<file path="src/rtl/sample_store_mean_distance_evict_unit_defines.svh">
// assertion macros for the sample store rtl
`ifndef SAMPLE_STORE_MEAN_DISTANCE_EVICT_UNIT_DEFINES_SVH
`define SAMPLE_STORE_MEAN_DISTANCE_EVICT_UNIT_DEFINES_SVH

// same-cycle implication, disabled during reset
`define SSMDE_ASSERT_IMP(name, clk, rst, ante, cons, msg) \
  name: assert property (@(posedge clk) disable iff (rst) (ante) |-> (cons)) else $error(msg);

// next-cycle implication, disabled during reset
`define SSMDE_ASSERT_NEXT(name, clk, rst, ante, cons, msg) \
  name: assert property (@(posedge clk) disable iff (rst) (ante) |=> (cons)) else $error(msg);

`endif

</file>
<file path="src/rtl/ssmde_ram.sv">
// generic single-write, single-read ram with registered read data
module ssmde_ram #(
  parameter int WIDTH = 8,
  parameter int DEPTH = 16,
  localparam int AW = $clog2(DEPTH)
) (
  input  logic             clk,
  input  logic             we,
  input  logic [AW-1:0]    waddr,
  input  logic [WIDTH-1:0] wdata,
  input  logic             re,
  input  logic [AW-1:0]    raddr,
  output logic [WIDTH-1:0] rdata
);

  logic [WIDTH-1:0] mem [DEPTH];

  always_ff @(posedge clk) begin
    if (we) begin
      mem[waddr] <= wdata;
    end
    if (re) begin
      rdata <= mem[raddr];
    end
  end

endmodule

</file>
<file path="config.mk">
export PLATFORM = sky130hd
export DESIGN_NAME = ssmde_ram
export DESIGN_NICKNAME = d
export VERILOG_FILES = /design/src/rtl/sample_store_mean_distance_evict_unit_defines.svh /design/src/rtl/ssmde_ram.sv
export SDC_FILE = /design/constraint.sdc
export NUM_CORES = 1
export LEC_CHECK = 0
export ABC_AREA = 1
export BUFFER_PORTS_ARGS = -buffer_cell sky130_fd_sc_hd__buf_4
export CAP_MARGIN = 40
export CORE_MARGIN = 2
export CORE_UTILIZATION = 64
export CTS_CLUSTER_SIZE = 28
export DETAILED_ROUTE_END_ITERATION = 6
export HOLD_SLACK_MARGIN = 0.12
export PLACE_DENSITY = 0.85
export SETUP_SLACK_MARGIN = 0.02
export SLEW_MARGIN = 10
export SYNTH_ARGS = -nofsm -noshare
export SYNTH_HDL_FRONTEND = slang
export SYNTH_SLANG_ARGS = --single-unit
</file>
<file path="constraint.sdc">
create_clock -name clk -period 3 [get_ports clk]
set_input_delay 0.6 -clock clk [delete_from_list [all_inputs] [get_ports clk]]
set_output_delay 0.6 -clock clk [all_outputs]
set_load 0.005 [all_outputs]
</file>
==> results.toml <==
[synthesis]
yosysWarnings = 0
synth_area_per_cell_um2 = 10.6
syn_area_um2 = 5850
yosysSeqAreaShare_pct = 69.8
syn_inst = 551
yosys.cell_types.count = 11
ys_seq_elements = 136
syn-num-nets = 570

[clock_tree]
cts-htree-levels = 4
postCtsResizedCells = 0
path_clk_slew_ns = 0.06
root_buffer = "clkbuf_8"
postCtsSetupBuffers = 0
cts_tree = "done"
ctsHoldBuffers = 0
cts_buffer_depth = 2
cts.sinks = 136
insertion_delay_ns = 0.54
numCtsBuffers = 17

[setup_path]
crit_family = "flip-flops"
critPathMaxStageDelay_ns = 0.43
cp_num_buf_inv = 1
critPathMaxFanout = 1
crit_chain = "buf_4"
cp-start-kind = "flip-flop"
worstSetupPathType = "reg -> out"
crit_required_ns = 2.40
worstPathArrival_ns = 1.13
slowest_stage = "edfxtp_1"
cp-end-kind = "output port"

[placement]
routabilityCongestion = 0.892
port_buffers = 26
hpwlAfterDp_mm = 7.89
postPlaceCellArea_um2 = 6040
dp.cells = 663
dp_slack_ns = 0.806

[final_layout]
final_area_um2 = 6660
seq_area_um2 = 4080
antenna_cells = 0
area_growth_pct = 13.9
nFillCells = 532
fin_nets = 593
multi_input_comb_area_um2 = 1210
drive_gt1_share_pct = 9.73
final_util_pct = 75.6
final_cells = 694

[pwr]
pwr-share-clk_pct = 47.6
pwr-share-seq_pct = 46.7
power.switching_mw = 0.975
p_leak_nw = 2.86
pwr-share-comb_pct = 5.7
peakVddDrop_mv = 0.439
powerDensity_nw_per_um2 = 693
p_int_mw = 3.64
p_sw_share_pct = 21.1

[sta]
rsz0062_at_grt = "false"
min_period_ns = 1.73
finalMaxSlewViolations = 0
fmax_mhz = 577
fin_ws_ns = 1.27
worst_pin_slew_ns = 0.877
slew_headroom_pct = 41.3
setup-violations-final = 0
fin_tns_setup_ns = 0
finalHoldViolations = 0
fin_crit_sh_pct = 57.8
skew_ns = 0.00746

[routing]
dr.first_iter.drc_count = 543
totalWireLength_mm = 13.7
drtPass1Iterations = 6
vias_per_cell = 5.87
wire_per_inst_um = 19.8
ant_nets = 0
vias = 4074
drc = 0

[floorplanning]
num_rows = 34
die_area_um2 = 9920
ios = 27
dieWidth_um = 99.6
die_y_um = 99.6
start_util_pct = 66.4
coreArea_um2 = 8810

[grt]
grt_pass1_vias = 4232
antenna_found_initial = 0
grt_max_degree = 65
grt-ovfl-total = 0
grt.total_usage_pct = 30.4
grt_pass1_wl_mm = 21.7

[min_path]
hp-class = "in -> reg"

[flow_run]
maxCapViolations = 0

[status]
status = "finished clean"
==> routing by layer <==
metal,track usage (%),part of all wire [%],wire [um],vias up
li1,-,-,-,1830
met1,38.1,36,4900,1902
met2,49.2,49,6780,281
met3,5.83,9.9,1360,61
met4,18.9,5.0,694,0
met5,0,0,0,-
==> final cells by class <==
type	instances	share of cell area [%]
Tap cell	108	2.03
Inverter	102	5.75
Clock inverter	14	3.10
Timing Repair Buffer	28	3.34
Clock buffer	17	6.22
Sequential cell	136	61.3
Multi-Input combinational cell	289	18.2
==> final timing paths <==
path / from / endpoint / slack [ns] / cells after the start
min reg2reg: mem[4][6]$_DFFE_PP_ / rdata[6]$_DFFE_PP_ / 0.77 / 6
max: rdata[0]$_DFFE_PP_ / rdata[0] / 1.27 / 1
min: re / rdata[4]$_DFFE_PP_ / 0.38 / 1
max reg2reg: mem[1][7]$_DFFE_PP_ / rdata[7]$_DFFE_PP_ / 1.71 / 6
==> worst reg2reg max path, delay by kind of cell, from the launching register on <==
family	cells	cell delay, ns
AND/OR/NAND/NOR	5	0.57
flip-flops	1	0.38
buffers and inverters	1	0.08
==> cell usage after synthesis <==
master	n	share of area, %
nand3b_1	2	0.26
inv_2	2	0.13
nand2_1	173	11
nand3_1	97	8.3
buf_4	4	0.51
buf_1	1	0.064
nor2_1	17	1.1
buf_2	13	1.1
edfxtp_1	136	70
buf_6	6	1.2
inv_1	100	6.4
==> registers in the layout, indices dropped and copies added, names as in the netlist <==
register and flops:
rdata 8, mem 128
==> per-stage QoR <==
stage	hold WS, ns	power [mW]
after floorplan	0.683	2.34
after global placement	0.706	2.43
after detailed placement	0.738	2.45
after CTS	0.371	4.61
after global routing	0.376	4.72
final	0.381	4.61
==> layout by cell type (no fill, tap or decap), drive strengths merged <==
cell / netlist / final
nand2: 173 / 173
edfxtp: 136 / 136
inv: 102 / 102
nand3: 97 / 97
buf: 24 / 28
nor2: 17 / 17
clkbuf: 0 / 17
clkinv: 0 / 7
bufinv: 0 / 5
nand3b: 2 / 2
clkinvlp: 0 / 2
==> cells by family (layout without fill, tap and decap cells) <==
kind of cell,count (synthesis),count (layout),share of synthesized area [%]
buffers and inverters,126,161,9.39
flip-flops,136,136,69.8
AND/OR/NAND/NOR,289,289,20.8
==> power by group through the flow <==
stage / Clock (mW) / Sequential (mW) / Combinational [mW]
finish: 2.19 / 2.16 / 0.264
global route: 2.28 / 2.16 / 0.287
CTS: 2.19 / 2.16 / 0.259
detailed placement: 0 / 2.19 / 0.254
global placement: 0 / 2.19 / 0.242
floorplan: 0 / 2.19 / 0.150
Note: power is estimated with default switching activity, not from simulation.
