`src/rtl/sample_store_mean_distance_evict_unit_defines.svh`:
```
// assertion macros for the sample store rtl
`ifndef SAMPLE_STORE_MEAN_DISTANCE_EVICT_UNIT_DEFINES_SVH
`define SAMPLE_STORE_MEAN_DISTANCE_EVICT_UNIT_DEFINES_SVH

// same-cycle implication, disabled during reset
`define SSMDE_ASSERT_IMP(name, clk, rst, ante, cons, msg) \
  name: assert property (@(posedge clk) disable iff (rst) (ante) |-> (cons)) else $error(msg);

// next-cycle implication, disabled during reset
`define SSMDE_ASSERT_NEXT(name, clk, rst, ante, cons, msg) \
  name: assert property (@(posedge clk) disable iff (rst) (ante) |=> (cons)) else $error(msg);

`endif

```
`src/rtl/ssmde_pkg.sv`:
```
// package: field widths, record layout, microcode table of the sample store
package ssmde_pkg;

  localparam int DEPTH_DEF = 512;
  localparam int VAL_W     = 12;
  localparam int STAMP_W   = 32;
  localparam int SLOT_W    = 9;
  localparam int COUNT_W   = 10;

  typedef struct packed {
    logic               button;
    logic [STAMP_W-1:0] stamp;
    logic [VAL_W-1:0]   value;
  } rec_t;

  localparam int REC_W = $bits(rec_t);

  // request function codes
  localparam logic FUNC_INSERT = 1'b0;
  localparam logic FUNC_READ   = 1'b1;

  // microcode steps
  localparam int PC_W = 4;
  localparam logic [PC_W-1:0] S_IDLE     = 4'd0;
  localparam logic [PC_W-1:0] S_RDREQ    = 4'd1;
  localparam logic [PC_W-1:0] S_BRANCH   = 4'd2;
  localparam logic [PC_W-1:0] S_UPDATE   = 4'd3;
  localparam logic [PC_W-1:0] S_MEANEST  = 4'd4;
  localparam logic [PC_W-1:0] S_MEANFIX  = 4'd5;
  localparam logic [PC_W-1:0] S_SCANINIT = 4'd6;
  localparam logic [PC_W-1:0] S_SCAN     = 4'd7;
  localparam logic [PC_W-1:0] S_VICTIM   = 4'd8;
  localparam logic [PC_W-1:0] S_RESULT   = 4'd9;

  // datapath operations
  localparam logic [3:0] OP_NONE     = 4'd0;
  localparam logic [3:0] OP_LATCH    = 4'd1;
  localparam logic [3:0] OP_RAMRD    = 4'd2;
  localparam logic [3:0] OP_UPDATE   = 4'd3;
  localparam logic [3:0] OP_MEANEST  = 4'd4;
  localparam logic [3:0] OP_MEANFIX  = 4'd5;
  localparam logic [3:0] OP_SCANINIT = 4'd6;
  localparam logic [3:0] OP_SCAN     = 4'd7;
  localparam logic [3:0] OP_VICTIM   = 4'd8;
  localparam logic [3:0] OP_RESULT   = 4'd9;

  // jump conditions
  localparam logic [2:0] C_NEVER     = 3'd0;
  localparam logic [2:0] C_ALWAYS    = 3'd1;
  localparam logic [2:0] C_ACCEPT    = 3'd2;
  localparam logic [2:0] C_IS_READ   = 3'd3;
  localparam logic [2:0] C_NOT_FULL  = 3'd4;
  localparam logic [2:0] C_SCAN_MORE = 3'd6;
  localparam logic [2:0] C_OUT_FREE  = 3'd7;

  typedef struct packed {
    logic [3:0]      op;
    logic [2:0]      cond;
    logic [PC_W-1:0] target;
    logic            hold;    // stay on this step while the condition is false
  } ctrl_word_t;

  typedef struct packed {
    logic accept;
    logic is_read;
    logic not_full;
    logic scan_more;
    logic out_free;
  } stat_t;

  function automatic ctrl_word_t ucode(input logic [PC_W-1:0] pc);
    ctrl_word_t w;
    case (pc)
      S_IDLE:     w = '{op: OP_LATCH,    cond: C_ACCEPT,    target: S_RDREQ,   hold: 1'b1};
      S_RDREQ:    w = '{op: OP_RAMRD,    cond: C_NEVER,     target: S_IDLE,    hold: 1'b0};
      S_BRANCH:   w = '{op: OP_NONE,     cond: C_IS_READ,   target: S_RESULT,  hold: 1'b0};
      S_UPDATE:   w = '{op: OP_UPDATE,   cond: C_NEVER,     target: S_IDLE,    hold: 1'b0};
      S_MEANEST:  w = '{op: OP_MEANEST,  cond: C_NOT_FULL,  target: S_RESULT,  hold: 1'b0};
      S_MEANFIX:  w = '{op: OP_MEANFIX,  cond: C_NEVER,     target: S_IDLE,    hold: 1'b0};
      S_SCANINIT: w = '{op: OP_SCANINIT, cond: C_NEVER,     target: S_IDLE,    hold: 1'b0};
      S_SCAN:     w = '{op: OP_SCAN,     cond: C_SCAN_MORE, target: S_SCAN,    hold: 1'b0};
      S_VICTIM:   w = '{op: OP_VICTIM,   cond: C_NEVER,     target: S_IDLE,    hold: 1'b0};
      S_RESULT:   w = '{op: OP_RESULT,   cond: C_OUT_FREE,  target: S_IDLE,    hold: 1'b1};
      default:    w = '{op: OP_NONE,     cond: C_ALWAYS,    target: S_IDLE,    hold: 1'b0};
    endcase
    return w;
  endfunction

endpackage

```
`src/rtl/ssmde_seq.sv`:
```
// microcode sequencer: step counter, control rom and conditional jumps
module ssmde_seq (
  input  logic                    clk,
  input  logic                    rst,
  input  ssmde_pkg::stat_t        stat,
  output ssmde_pkg::ctrl_word_t   ctl
);
  import ssmde_pkg::*;

  logic [PC_W-1:0] pc;
  logic [PC_W-1:0] pc_next;
  logic            take;

  assign ctl = ucode(pc);

  always_comb begin
    case (ctl.cond)
      C_NEVER:     take = 1'b0;
      C_ALWAYS:    take = 1'b1;
      C_ACCEPT:    take = stat.accept;
      C_IS_READ:   take = stat.is_read;
      C_NOT_FULL:  take = stat.not_full;
      C_SCAN_MORE: take = stat.scan_more;
      C_OUT_FREE:  take = stat.out_free;
      default:     take = 1'b0;
    endcase
  end

  always_comb begin
    if (take) begin
      pc_next = ctl.target;
    end else if (ctl.hold) begin
      pc_next = pc;
    end else begin
      pc_next = pc + 1'b1;
    end
  end

  always_ff @(posedge clk) begin
    if (rst) begin
      pc <= S_IDLE;
    end else begin
      pc <= pc_next;
    end
  end

endmodule

```
`config.mk`:
```
export PLATFORM = sky130hd
export DESIGN_NAME = ssmde_seq
export DESIGN_NICKNAME = d
export VERILOG_FILES = /design/src/rtl/sample_store_mean_distance_evict_unit_defines.svh /design/src/rtl/ssmde_pkg.sv /design/src/rtl/ssmde_seq.sv
export SDC_FILE = /design/constraint.sdc
export NUM_CORES = 1
export LEC_CHECK = 0
export BUFFER_PORTS_ARGS = -buffer_cell sky130_fd_sc_hd__buf_2
export CORE_ASPECT_RATIO = 1.2
export CORE_MARGIN = 1.5
export CORE_UTILIZATION = 30
export CTS_CLUSTER_SIZE = 40
export DETAILED_ROUTE_END_ITERATION = 8
export GPL_ROUTABILITY_DRIVEN = 0
export PLACE_DENSITY = 0.47
export SLEW_MARGIN = 20
export SYNTH_ARGS = -nofsm -noshare
export SYNTH_HDL_FRONTEND = slang
export SYNTH_SLANG_ARGS = --single-unit
```
`constraint.sdc`:
```
create_clock -name clk -period 5.55 [get_ports clk]
set_clock_uncertainty 0.15 [all_clocks]
set_input_delay 0.2775 -clock clk [delete_from_list [all_inputs] [get_ports clk]]
set_output_delay 0.2775 -clock clk [all_outputs]
set_load 0.02 [all_outputs]
```
==> out/metrics.cfg, run 1 <==
[timing]
final.min_clock_period_ns=2.94
max_transition_margin_pct=54.2
holdWs_ns=0.171
setup_viol=0
final_min_period_over_clock_period_pct=52.9
setup-tns-final_ns=0
max_freq_mhz=341
rsz0062_at_grt=no
final_hold_violations=0
final-max-slew-violation-count=0
postLayoutSetupSlackWorst_ns=2.61
tightest_slew_ns=0.680

[detailed_routing]
route.detailed.vias_per_inst=5.56
detail_route.wirelength_um=2470
detail_route.iter0.violations=41
top_signal_layer_used=met4
drt.antenna.violating_nets=0
avgRoutedWirePerCell_um=14.8
detailroute.wirelength.met2_um=1210
routed-wl-met3_um=87
route.vias.total=929
drc=0
met1Wirelength_um=1150
drtPass1Iterations=4

[global_routing]
grt_util_all_layers_pct=14.3
grt_pass1_vias=909
grt_pass1_wl_um=4170
grt_antenna_before_repair=0
largest_net_degree_at_the_start_of_global_routing=15
globalRouteOverflowTotal=0

[synth]
synth_seq_area_share_pct=29.7
ys_dominant_reg_cell=dfxtp_1
synth.top_cells.by_count=15 x dfxtp_1, 10 x inv_1, 8 x nor3_1
yosysWarnings=0
syn_area_per_cell_um2=8.80
synthDominantAreaCellType=dfxtp_1
synth-seq-cells=15
synth.top_cells.by_area=dfxtp_1 30%, ha_1 7.4%, nor3_1 4.0%, inv_1 3.7%, o21ai_0 3.0%
synth.distinct_cells=49
synthMostInstantiatedCell=dfxtp_1
synth_cells=115
netlist_area_um2=1010
synth_largest_type_area_fraction_pct=29.7
asyncSetResetFlopFracSynth_pct=0
synthesis.nets=128
edff_count_synth=0

[clocking]
worst_skew_pair.late_latency_ns=0.29
clock_path_buffers=2
clock_tree_from_tritoncts=done
post_cts.resized_instances=0
root_buffer=clkbuf_4
post-cts-setup-buffers=0
cts.sinks=15
clkTransAtPathRegs_ns=0.09
htree_levels=1
cts_made_buffers=3
postCtsHoldBufs=0

[hold_path]
holdPathStages=2
hold-path-endpoint=pc[2]$_SDFFE_PP0N_
hold_path.startpoint=rst
holdCritPathClass=in2reg

[critical_path]
critPathLaunchType=flop
cpLargestDelayFamily=compound AO/OA/AOI/OAI gates
critical_path_class=reg2reg
critPathRequiredTime_ns=5.57
worst-r2r-cell-count=9
worstReg2RegStart=ctl[6]$_DFF_P_
critical_path_peak_fanout=6
crit_buf_inv=2
terminus_of_the_critical_flop_to_flop_path=ctl[8]$_DFF_P_
cp.arrival_ns=2.96
critical_path.cell_chain=a21boi_0, o21ai_0, a2bb2oi_1, o21ai_0, inv_1, ha_1, inv_1, a2111oi_2, a221o_1
critPathCaptureType=flop
standard_cell_with_the_maximum_stage_delay_on_the_critical_path=o21ai_0
rrSetupSlack_ns=2.61
peak_per_stage_delay_on_the_critical_path_ns=0.57

[pwr]
max-vdd-ir-drop_v=0.000254
p_per_area_nw_per_um2=580
total_leakage_power_nw=0.512

[place]
io_buffer_count=18
dp_worst_setup_slack_ns=2.70
dp.cells=163
hpwlAfterDp_um=1900

[die]
die_width_um=56.0
placementRows=22
die-area_um2=3730
floorplan.core_area_um2=3140
dieHeight_um=66.6
io_pins=19
start_util_pct=32.3

[outcome]
status=finished clean

[cells_and_area]
stdcell_count=167
number_of_filler_cells_placed_in_the_layout=348
final_nets=145
antenna_cells_inserted=0
area_growth_from_synthesis_to_final_layout_pct=13.3
share_of_post_route_cells_with_drive_strength_above_1_pct=26.0

[job]
max_cap_violations=0

-- layout make-up --
class                   count  area (um^2)  share of cell area, %
repair buffers             18         90.1                   7.85
multi-input cells          83          642                   55.9
well taps                  36         45.0                   3.93
inverters                  11         43.8                   3.82
clock buffers               4         26.3                   2.29
flip-flops and latches     15          300                   26.2
-- registers in the layout, summed over array words and instances, names as in the netlist --
register and flops:
ctl 11, pc 4
-- power by group --
group	total [W]	internal (W)	leakage, nW	switching, W
clock	0.0000628	0.0000280	0.0150	0.0000348
sequential	0.000209	0.000151	0.124	0.0000584
combinational	0.000394	0.000168	0.372	0.000226
total	0.000666	0.000347	0.512	0.000319
-- stage by stage --
| step | cell area, um^2 | total power, W | util [%] |
|---|---|---|---|
| floorplan | 1010 | 0.000502 | - |
| global placement | 1120 | 0.000604 | 35.7 |
| detailed placement | 1120 | 0.000602 | 35.7 |
| CTS | 1150 | 0.000667 | 36.6 |
| global route | 1150 | 0.000728 | 36.6 |
| finish | 1150 | 0.000666 | 36.6 |
-- worst max path at each step --
| stage | start | end | slack [ns] | depth (start not counted) |
|---|---|---|---|---|
| after floorplan | ctl[5]$_DFF_P_ | ctl[8]$_DFF_P_ | 2.97 | 9 |
| after global placement | stat[1] | ctl[8]$_DFF_P_ | 2.78 | 10 |
| after detailed placement | stat[1] | ctl[8]$_DFF_P_ | 2.70 | 10 |
| after CTS | ctl[6]$_DFF_P_ | ctl[8]$_DFF_P_ | 2.67 | 9 |
| after global routing | ctl[6]$_DFF_P_ | ctl[8]$_DFF_P_ | 2.29 | 9 |
| final | ctl[6]$_DFF_P_ | ctl[8]$_DFF_P_ | 2.61 | 9 |
-- worst register-to-register path, cell delays in order (launching register included) --
cell and delay, ns:
dfxtp_1 0.44, a21boi_0 0.14, o21ai_0 0.55, a2bb2oi_1 0.12, o21ai_0 0.57, inv_1 0.18
ha_1 0.24, inv_1 0.09, a2111oi_2 0.06, a221o_1 0.29
-- cells by family (layout without fill, tap and decap cells) --
group / Yosys count / count (layout) / share of synthesized area, %
AOI/OAI and AO/OA: 37 / 37 / 29.3
and+or+nand+nor: 33 / 33 / 20.2
buffers and inverters: 17 / 33 / 6.92
DFF: 15 / 15 / 29.7
adders and majority gates: 6 / 6 / 7.42
xor gates and xnor gates: 4 / 4 / 3.46
muxes: 3 / 3 / 3.09
-- per-layer routing --
metal	track usage, %	vias up
met5	0	-
met4	4.17	0
met3	3.11	6
met2	24.3	26
met1	18.3	439
li1	-	458
-- cell usage in the layout, fill, tap and decap left out, types with 2 or more instances in the layout --
cell type,synthesis,final
xor2_1,2,2
a21o_1,2,2
a211o_1,3,3
o31a_1,2,2
or3_4,2,2
clkbuf_4,0,3
dfxtp_1,15,15
nor3_1,8,8
nand2_1,3,3
a211oi_1,3,3
xnor2_1,2,2
nor2_1,5,5
nor2b_1,3,3
ha_1,6,6
buf_2,0,18
a21oi_1,2,2
o21ai_0,6,6
and4bb_1,2,2
mux2i_1,2,2
nand2b_1,3,3
a31o_2,2,2
inv_1,10,10
(Power assumes the default switching activity.)
==> inputs of run 2 (changes only) <==
--- a/config.mk
+++ b/config.mk
@@ -12,7 +12,7 @@
 export CTS_CLUSTER_SIZE = 40
 export DETAILED_ROUTE_END_ITERATION = 8
 export GPL_ROUTABILITY_DRIVEN = 0
-export PLACE_DENSITY = 0.47
+export PLACE_DENSITY = 0.49
 export SLEW_MARGIN = 20
 export SYNTH_ARGS = -nofsm -noshare
 export SYNTH_HDL_FRONTEND = slang
==> constraint.sdc (replaced) <==
create_clock -name clk -period 2.6 [get_ports clk]
set_clock_uncertainty 0.15 [all_clocks]
set_input_delay 0.13 -clock clk [delete_from_list [all_inputs] [get_ports clk]]
set_output_delay 0.13 -clock clk [all_outputs]
set_load 0.02 [all_outputs]
==> run 2 against run 1 <==
Net effect: count of clock-buffer cells in the layout stayed put; total power grew 130%; cell count increased by 4.2%; utilization rose by 2.4 points; sequential share of layout area shrank 1.6 points; design area grew 6.7%; critical path depth shrank 1; sequential power up 120%; register-to-register slack got worse by 2.4 ns; critical endpoint unchanged; highest routed layer unchanged.
==> out/metrics.cfg, run 2 (synthesis results as in run 1) <==
[cells_and_area]
layout_commonest_cell=buf_2
antenna_cells_inserted=0  ; unchanged
layout_common_cells=18 x buf_2, 15 x dfxtp_1, 10 x inv_1
number_of_filler_cells_placed_in_the_layout=348  ; unchanged
register_area_um2=300  ; unchanged
area_growth_from_synthesis_to_final_layout_pct=20.9
final_core_utilization_pct=39.0  ; +2.4 points
max_reg_flops=11  ; unchanged
final_nets=152  ; +4.8%
area_of_combinational_cells_with_multiple_inputs_um2=666  ; +3.7%
stdcell_count=174  ; +4.2%
share_of_post_route_cells_with_drive_strength_above_1_pct=30.4  ; +4.5 points

[timing]
holdWs_ns=0.0391  ; -0.132 ns
final_hold_violations=0  ; unchanged
final-max-slew-violation-count=0  ; unchanged
final.min_clock_period_ns=2.41  ; -0.530 ns
max_freq_mhz=416  ; +22%
tightest_slew_ns=0.521  ; -0.159 ns
max_transition_margin_pct=65.0  ; +11 points
setup_viol=0  ; unchanged
rsz0062_at_grt=no
setup-tns-final_ns=0  ; unchanged
final_min_period_over_clock_period_pct=92.5  ; +40 points

[detailed_routing]
route.detailed.vias_per_inst=5.48  ; -1.5%
drc=0  ; unchanged
detail_route.iter0.violations=21  ; -49%
detail_route.wirelength_um=2640  ; +7.0%
route.vias.total=953  ; +2.6%
drt.antenna.violating_nets=0  ; unchanged
avgRoutedWirePerCell_um=15.2  ; +2.7%
drtPass1Iterations=4  ; unchanged

[clocking]
postCtsHoldBufs=0  ; unchanged
clock_tree_from_tritoncts=done
clock_path_buffers=2  ; unchanged
clkTransAtPathRegs_ns=0.09  ; about the same
htree_levels=1  ; unchanged
cts.sinks=15  ; unchanged
worst_skew_pair.late_latency_ns=0.29  ; about the same
root_buffer=clkbuf_4
cts_made_buffers=3  ; unchanged

[place]
hpwlAfterDp_um=2050  ; +7.5%
dp.cells=168  ; +3.1%
io_buffer_count=18  ; unchanged

[pwr]
power.switching_fraction_pct=46.7  ; -1.2 points
share_clk_of_total_power_pct=8.8  ; -0.6 points
p_per_area_nw_per_um2=1260  ; +120%
seq_power_share_pct=29.3  ; -2.2 points
max-vdd-ir-drop_v=0.000505  ; +99%
total_leakage_power_nw=0.547  ; +7.0%
comb_power_share_pct=61.9  ; +2.8 points
intPower_w=0.000819  ; +140%
power_switching_w=0.000718  ; +130%

[critical_path]
critPathCaptureType=flop
critPathRequiredTime_ns=2.63  ; -2.94 ns
critical_path_class=reg2reg
cp.arrival_ns=2.43  ; -0.53 ns
critical_path_peak_fanout=5  ; -1
critPathLaunchType=flop

[die]
io_pins=19  ; unchanged
dieHeight_um=66.6  ; unchanged
start_util_pct=32.3  ; unchanged
die_width_um=56.0  ; unchanged
placementRows=22  ; unchanged
die-area_um2=3730  ; unchanged
floorplan.core_area_um2=3140  ; unchanged

[global_routing]
grt_pass1_vias=938  ; +3.2%
grt_util_all_layers_pct=15.4  ; +1.1 points
met2_usage_grt_pct=27.8  ; +3.5 points
grt_pass1_wl_um=4440  ; +6.6%
use_met1_pct=17.7  ; -0.65 points
top_usage_layer=met2
globalRouteOverflowTotal=0  ; unchanged
largest_net_degree_at_the_start_of_global_routing=15  ; unchanged
grt_antenna_before_repair=0  ; unchanged
use_met3_pct=2.72  ; -0.39 points

[outcome]
status=finished clean

[hold_path]
holdCritPathClass=in2reg

[job]
max_cap_violations=0  ; unchanged

-- run 2: per-stage QoR --
step,setup slack (ns),total power (W),instance area (um^2)
after CTS,0.0109,0.00151,1200
after global routing,0.0249,0.00167,1220
after global placement,0.0500,0.00136,1160
after floorplan,0.0220,0.00107,1010
after detailed placement,-0.0452,0.00135,1160
final,0.195,0.00154,1220
-- run 2: worst paths after layout --
path,from,to,slack (ns),cells past startpoint
worst max-delay path,ctl[5]$_DFF_P_,ctl[8]$_DFF_P_,0.19,8
worst min-delay path,rst,pc[2]$_SDFFE_PP0N_,0.04,2
worst max register to register,ctl[5]$_DFF_P_,ctl[8]$_DFF_P_,0.19,8
worst min register to register,ctl[4]$_SDFF_PP0_,pc[3]$_SDFFE_PP0N_,0.51,1
-- run 2: layer usage --
layer / wire length [um] / up-vias / part of all wire (%)
met5: 0 / - / 0
met4: 45 / 0 / 1.7
met3: 95 / 6 / 3.6
met2: 1330 / 23 / 50
met1: 1170 / 454 / 44
li1: - / 470 / -
-- run 2: layout make-up --
| cell class | instances | share of cell area (%) |
|---|---|---|
| clock buffers | 4 | 2.15 |
| multi-input cells | 83 | 54.4 |
| inverters | 11 | 3.58 |
| repair buffers | 25 | 11.7 |
| well taps | 36 | 3.68 |
| flip-flops and latches | 15 | 24.5 |
-- run 2: timing repair --
item	4_1_cts	5_1_grt
endpoints found under the setup margin	3	5
buffers inserted	2	0
pin swaps	1	1
gates resized for setup	0	4
-- run 2: worst max-delay path, stage by stage, from the launching register on --
cell,delay [ns]
dfxtp_1,0.39
and4bb_1,0.22
or3_4,0.41
nor3_1,0.18
o21ai_0,0.14
buf_4,0.18
ha_1,0.27
inv_1,0.06
a221o_1,0.31
-- run 2: power groups by stage --
stage	combinational, W	sequential (W)	clock, W
3_5_place_dp	0.000902	0.000453	0
5_1_grt	0.00105	0.000470	0.000153
3_3_place_gp	0.000908	0.000451	0
2_1_floorplan	0.000610	0.000462	0
4_1_cts	0.000928	0.000448	0.000139
6_report	0.000951	0.000451	0.000135
==> inputs of run 3 (changes only) <==
--- a/config.mk
+++ b/config.mk
@@ -9,7 +9,6 @@
 export CORE_ASPECT_RATIO = 1.2
 export CORE_MARGIN = 1.5
 export CORE_UTILIZATION = 30
-export CTS_CLUSTER_SIZE = 40
 export DETAILED_ROUTE_END_ITERATION = 8
 export GPL_ROUTABILITY_DRIVEN = 0
 export PLACE_DENSITY = 0.49
==> constraint.sdc (replaced) <==
create_clock -name clk -period 2.6 [get_ports clk]
set_clock_uncertainty 0.15 [all_clocks]
set_input_delay 0.52 -clock clk [delete_from_list [all_inputs] [get_ports clk]]
set_output_delay 0.52 -clock clk [all_outputs]
set_load 0.02 [all_outputs]
==> run 3 against run 2 <==
Net effect: critical path depth did not move; global-route usage fell by 0.97 points; design area rose by 2.0%; total power rose by 0.94%; highest routed layer unchanged; combinational power rose by 2%; largest cell class unchanged; largest power group unchanged; utilization rose by 0.80 points; first-iteration DRC count rose by 14%.
==> out/metrics.cfg, run 3 (synthesis results as in run 1) <==
[critical_path]
worstReg2RegStart=ctl[5]$_DFF_P_
critPathRequiredTime_ns=2.63  ; about the same
peak_per_stage_delay_on_the_critical_path_ns=0.39  ; -0.02 ns
critical_path_peak_fanout=5  ; unchanged
cp.arrival_ns=2.43  ; about the same
critical_path_class=reg2reg
standard_cell_with_the_maximum_stage_delay_on_the_critical_path=or3_4
critical_path.cell_chain=and4bb_1, or3_4, nor3_1, a211o_1, inv_1, ha_1, a311o_1, o311a_2
rrSetupSlack_ns=0.21  ; about the same
critPathLaunchType=flop
worst-r2r-cell-count=8  ; unchanged
terminus_of_the_critical_flop_to_flop_path=ctl[5]$_DFF_P_
critPathCaptureType=flop

[pwr]
p_per_area_nw_per_um2=1240  ; -1.1%
total_leakage_power_nw=0.567  ; +3.6%
max-vdd-ir-drop_v=0.000523  ; +3.5%

[timing]
final.min_clock_period_ns=2.39  ; -0.0108 ns
final_min_period_over_clock_period_pct=92.1  ; -0.42 points
final-max-slew-violation-count=0  ; unchanged
postLayoutSetupSlackWorst_ns=0.206  ; +0.0108 ns
setup-tns-final_ns=0  ; unchanged
max_transition_margin_pct=66.4  ; +1.4 points
final_hold_violations=0  ; unchanged
max_freq_mhz=418  ; +0.45%
holdWs_ns=0.397  ; +0.358 ns
tightest_slew_ns=0.500  ; -0.0209 ns
setup_viol=0  ; unchanged
rsz0062_at_grt=no

[detailed_routing]
top_signal_layer_used=met4
drt.antenna.violating_nets=0  ; unchanged
avgRoutedWirePerCell_um=13.9  ; -8.1%
route.detailed.vias_per_inst=5.44  ; -0.71%
detailroute.wirelength.met2_um=1260  ; -5.5%
drtPass1Iterations=4  ; unchanged
routed-wl-met3_um=57  ; -40%
met1Wirelength_um=1100  ; -5.7%
route.vias.total=968  ; +1.6%
drc=0  ; unchanged
detail_route.wirelength_um=2480  ; -6.0%
detail_route.iter0.violations=24  ; +14%

[clocking]
clock_tree_from_tritoncts=done
root_buffer=clkbuf_4
post-cts-setup-buffers=0  ; -2
cts_made_buffers=3  ; unchanged
postCtsHoldBufs=0  ; unchanged
clock_path_buffers=2  ; unchanged
post_cts.resized_instances=0  ; unchanged
htree_levels=1  ; unchanged
cts.sinks=15  ; unchanged
clkTransAtPathRegs_ns=0.09  ; about the same
worst_skew_pair.late_latency_ns=0.29  ; about the same

[global_routing]
grt_pass1_vias=931  ; -0.75%
grt_util_all_layers_pct=14.5  ; -0.97 points
grt_antenna_before_repair=0  ; unchanged
largest_net_degree_at_the_start_of_global_routing=15  ; unchanged
globalRouteOverflowTotal=0  ; unchanged
grt_pass1_wl_um=4180  ; -5.9%

[place]
dp_worst_setup_slack_ns=-0.0933  ; -0.0481 ns
io_buffer_count=18  ; unchanged
hpwlAfterDp_um=2020  ; -1.2%

[die]
start_util_pct=32.3  ; unchanged
io_pins=19  ; unchanged
dieHeight_um=66.6  ; unchanged
placementRows=22  ; unchanged
floorplan.core_area_um2=3140  ; unchanged
die_width_um=56.0  ; unchanged
die-area_um2=3730  ; unchanged

[cells_and_area]
final_nets=156  ; +2.6%
max_reg_flops=11  ; unchanged
final_core_utilization_pct=39.8  ; +0.80 points
share_of_post_route_cells_with_drive_strength_above_1_pct=33.1  ; +2.7 points
layout_common_cells=18 x buf_2, 15 x dfxtp_1, 11 x buf_4
layout_commonest_cell=buf_2
area_growth_from_synthesis_to_final_layout_pct=23.4
antenna_cells_inserted=0  ; unchanged

[hold_path]
holdPathStages=2  ; unchanged
holdCritPathClass=in2reg
hold-path-endpoint=pc[2]$_SDFFE_PP0N_
hold_path.startpoint=rst

[outcome]
status=finished clean

[job]
max_cap_violations=0  ; unchanged

## run 3: cell count changes in the layout (fill, tap and decap cells not counted), sizes merged
cell and delta:
clkbuf -1, clkinv +1, buf +4
## run 3: how the worst max path moves through the flow
stage                         startpoint             end  slack, ns  depth (start not counted)
after floorplan                  stat[1]  ctl[8]$_DFF_P_       0.06                          7
after global placement           stat[1]  ctl[8]$_DFF_P_      -0.07                          9
after global routing      ctl[7]$_DFF_P_  ctl[6]$_DFF_P_       0.06                          8
after detailed placement         stat[1]  ctl[8]$_DFF_P_      -0.09                          9
after CTS                 ctl[5]$_DFF_P_  ctl[6]$_DFF_P_       0.13                          8
final                     ctl[5]$_DFF_P_  ctl[5]$_DFF_P_       0.21                          8
## run 3: report_power, final
part / total [W] / internal (W) / switching (W)
clock: 0.000136 / 0.0000573 / 0.0000783
combinational: 0.000970 / 0.000461 / 0.000509
sequential: 0.000446 / 0.000323 / 0.000123
## run 3: worst max-delay path, delay by kind of cell (launching register included)
| family | cells | cell delay (ns) |
|---|---|---|
| AO/OA/AOI/OAI | 3 | 0.61 |
| adder cells (fa/ha/maj) | 1 | 0.21 |
| buffers and inverters | 1 | 0.08 |
| flip-flops | 1 | 0.38 |
| AND/OR/NAND/NOR | 3 | 0.85 |
## run 3: layer usage
metal,track usage [%],up-vias
li1,-,476
met1,16.9,469
met2,25.9,16
met3,1.36,7
met4,8.04,0
met5,0,-
## run 3: stage by stage
| step | cell area [um^2] | cells | total power [W] |
|---|---|---|---|
| after floorplan | 1010 | 115 | 0.00107 |
| after global placement | 1200 | 174 | 0.00140 |
| after detailed placement | 1200 | 174 | 0.00140 |
| after CTS | 1230 | 178 | 0.00154 |
| after global routing | 1250 | 178 | 0.00168 |
| final | 1250 | 178 | 0.00155 |
## run 3: cell type report
type | instances | area [um^2]
fill | 332 | 1890
multi-input combinational | 83 | 659
clock buffer | 3 | 22.5
timing repair buffer | 29 | 173
tap | 36 | 45.0
sequential | 15 | 300
clock inverter | 1 | 5.00
inverter | 11 | 43.8
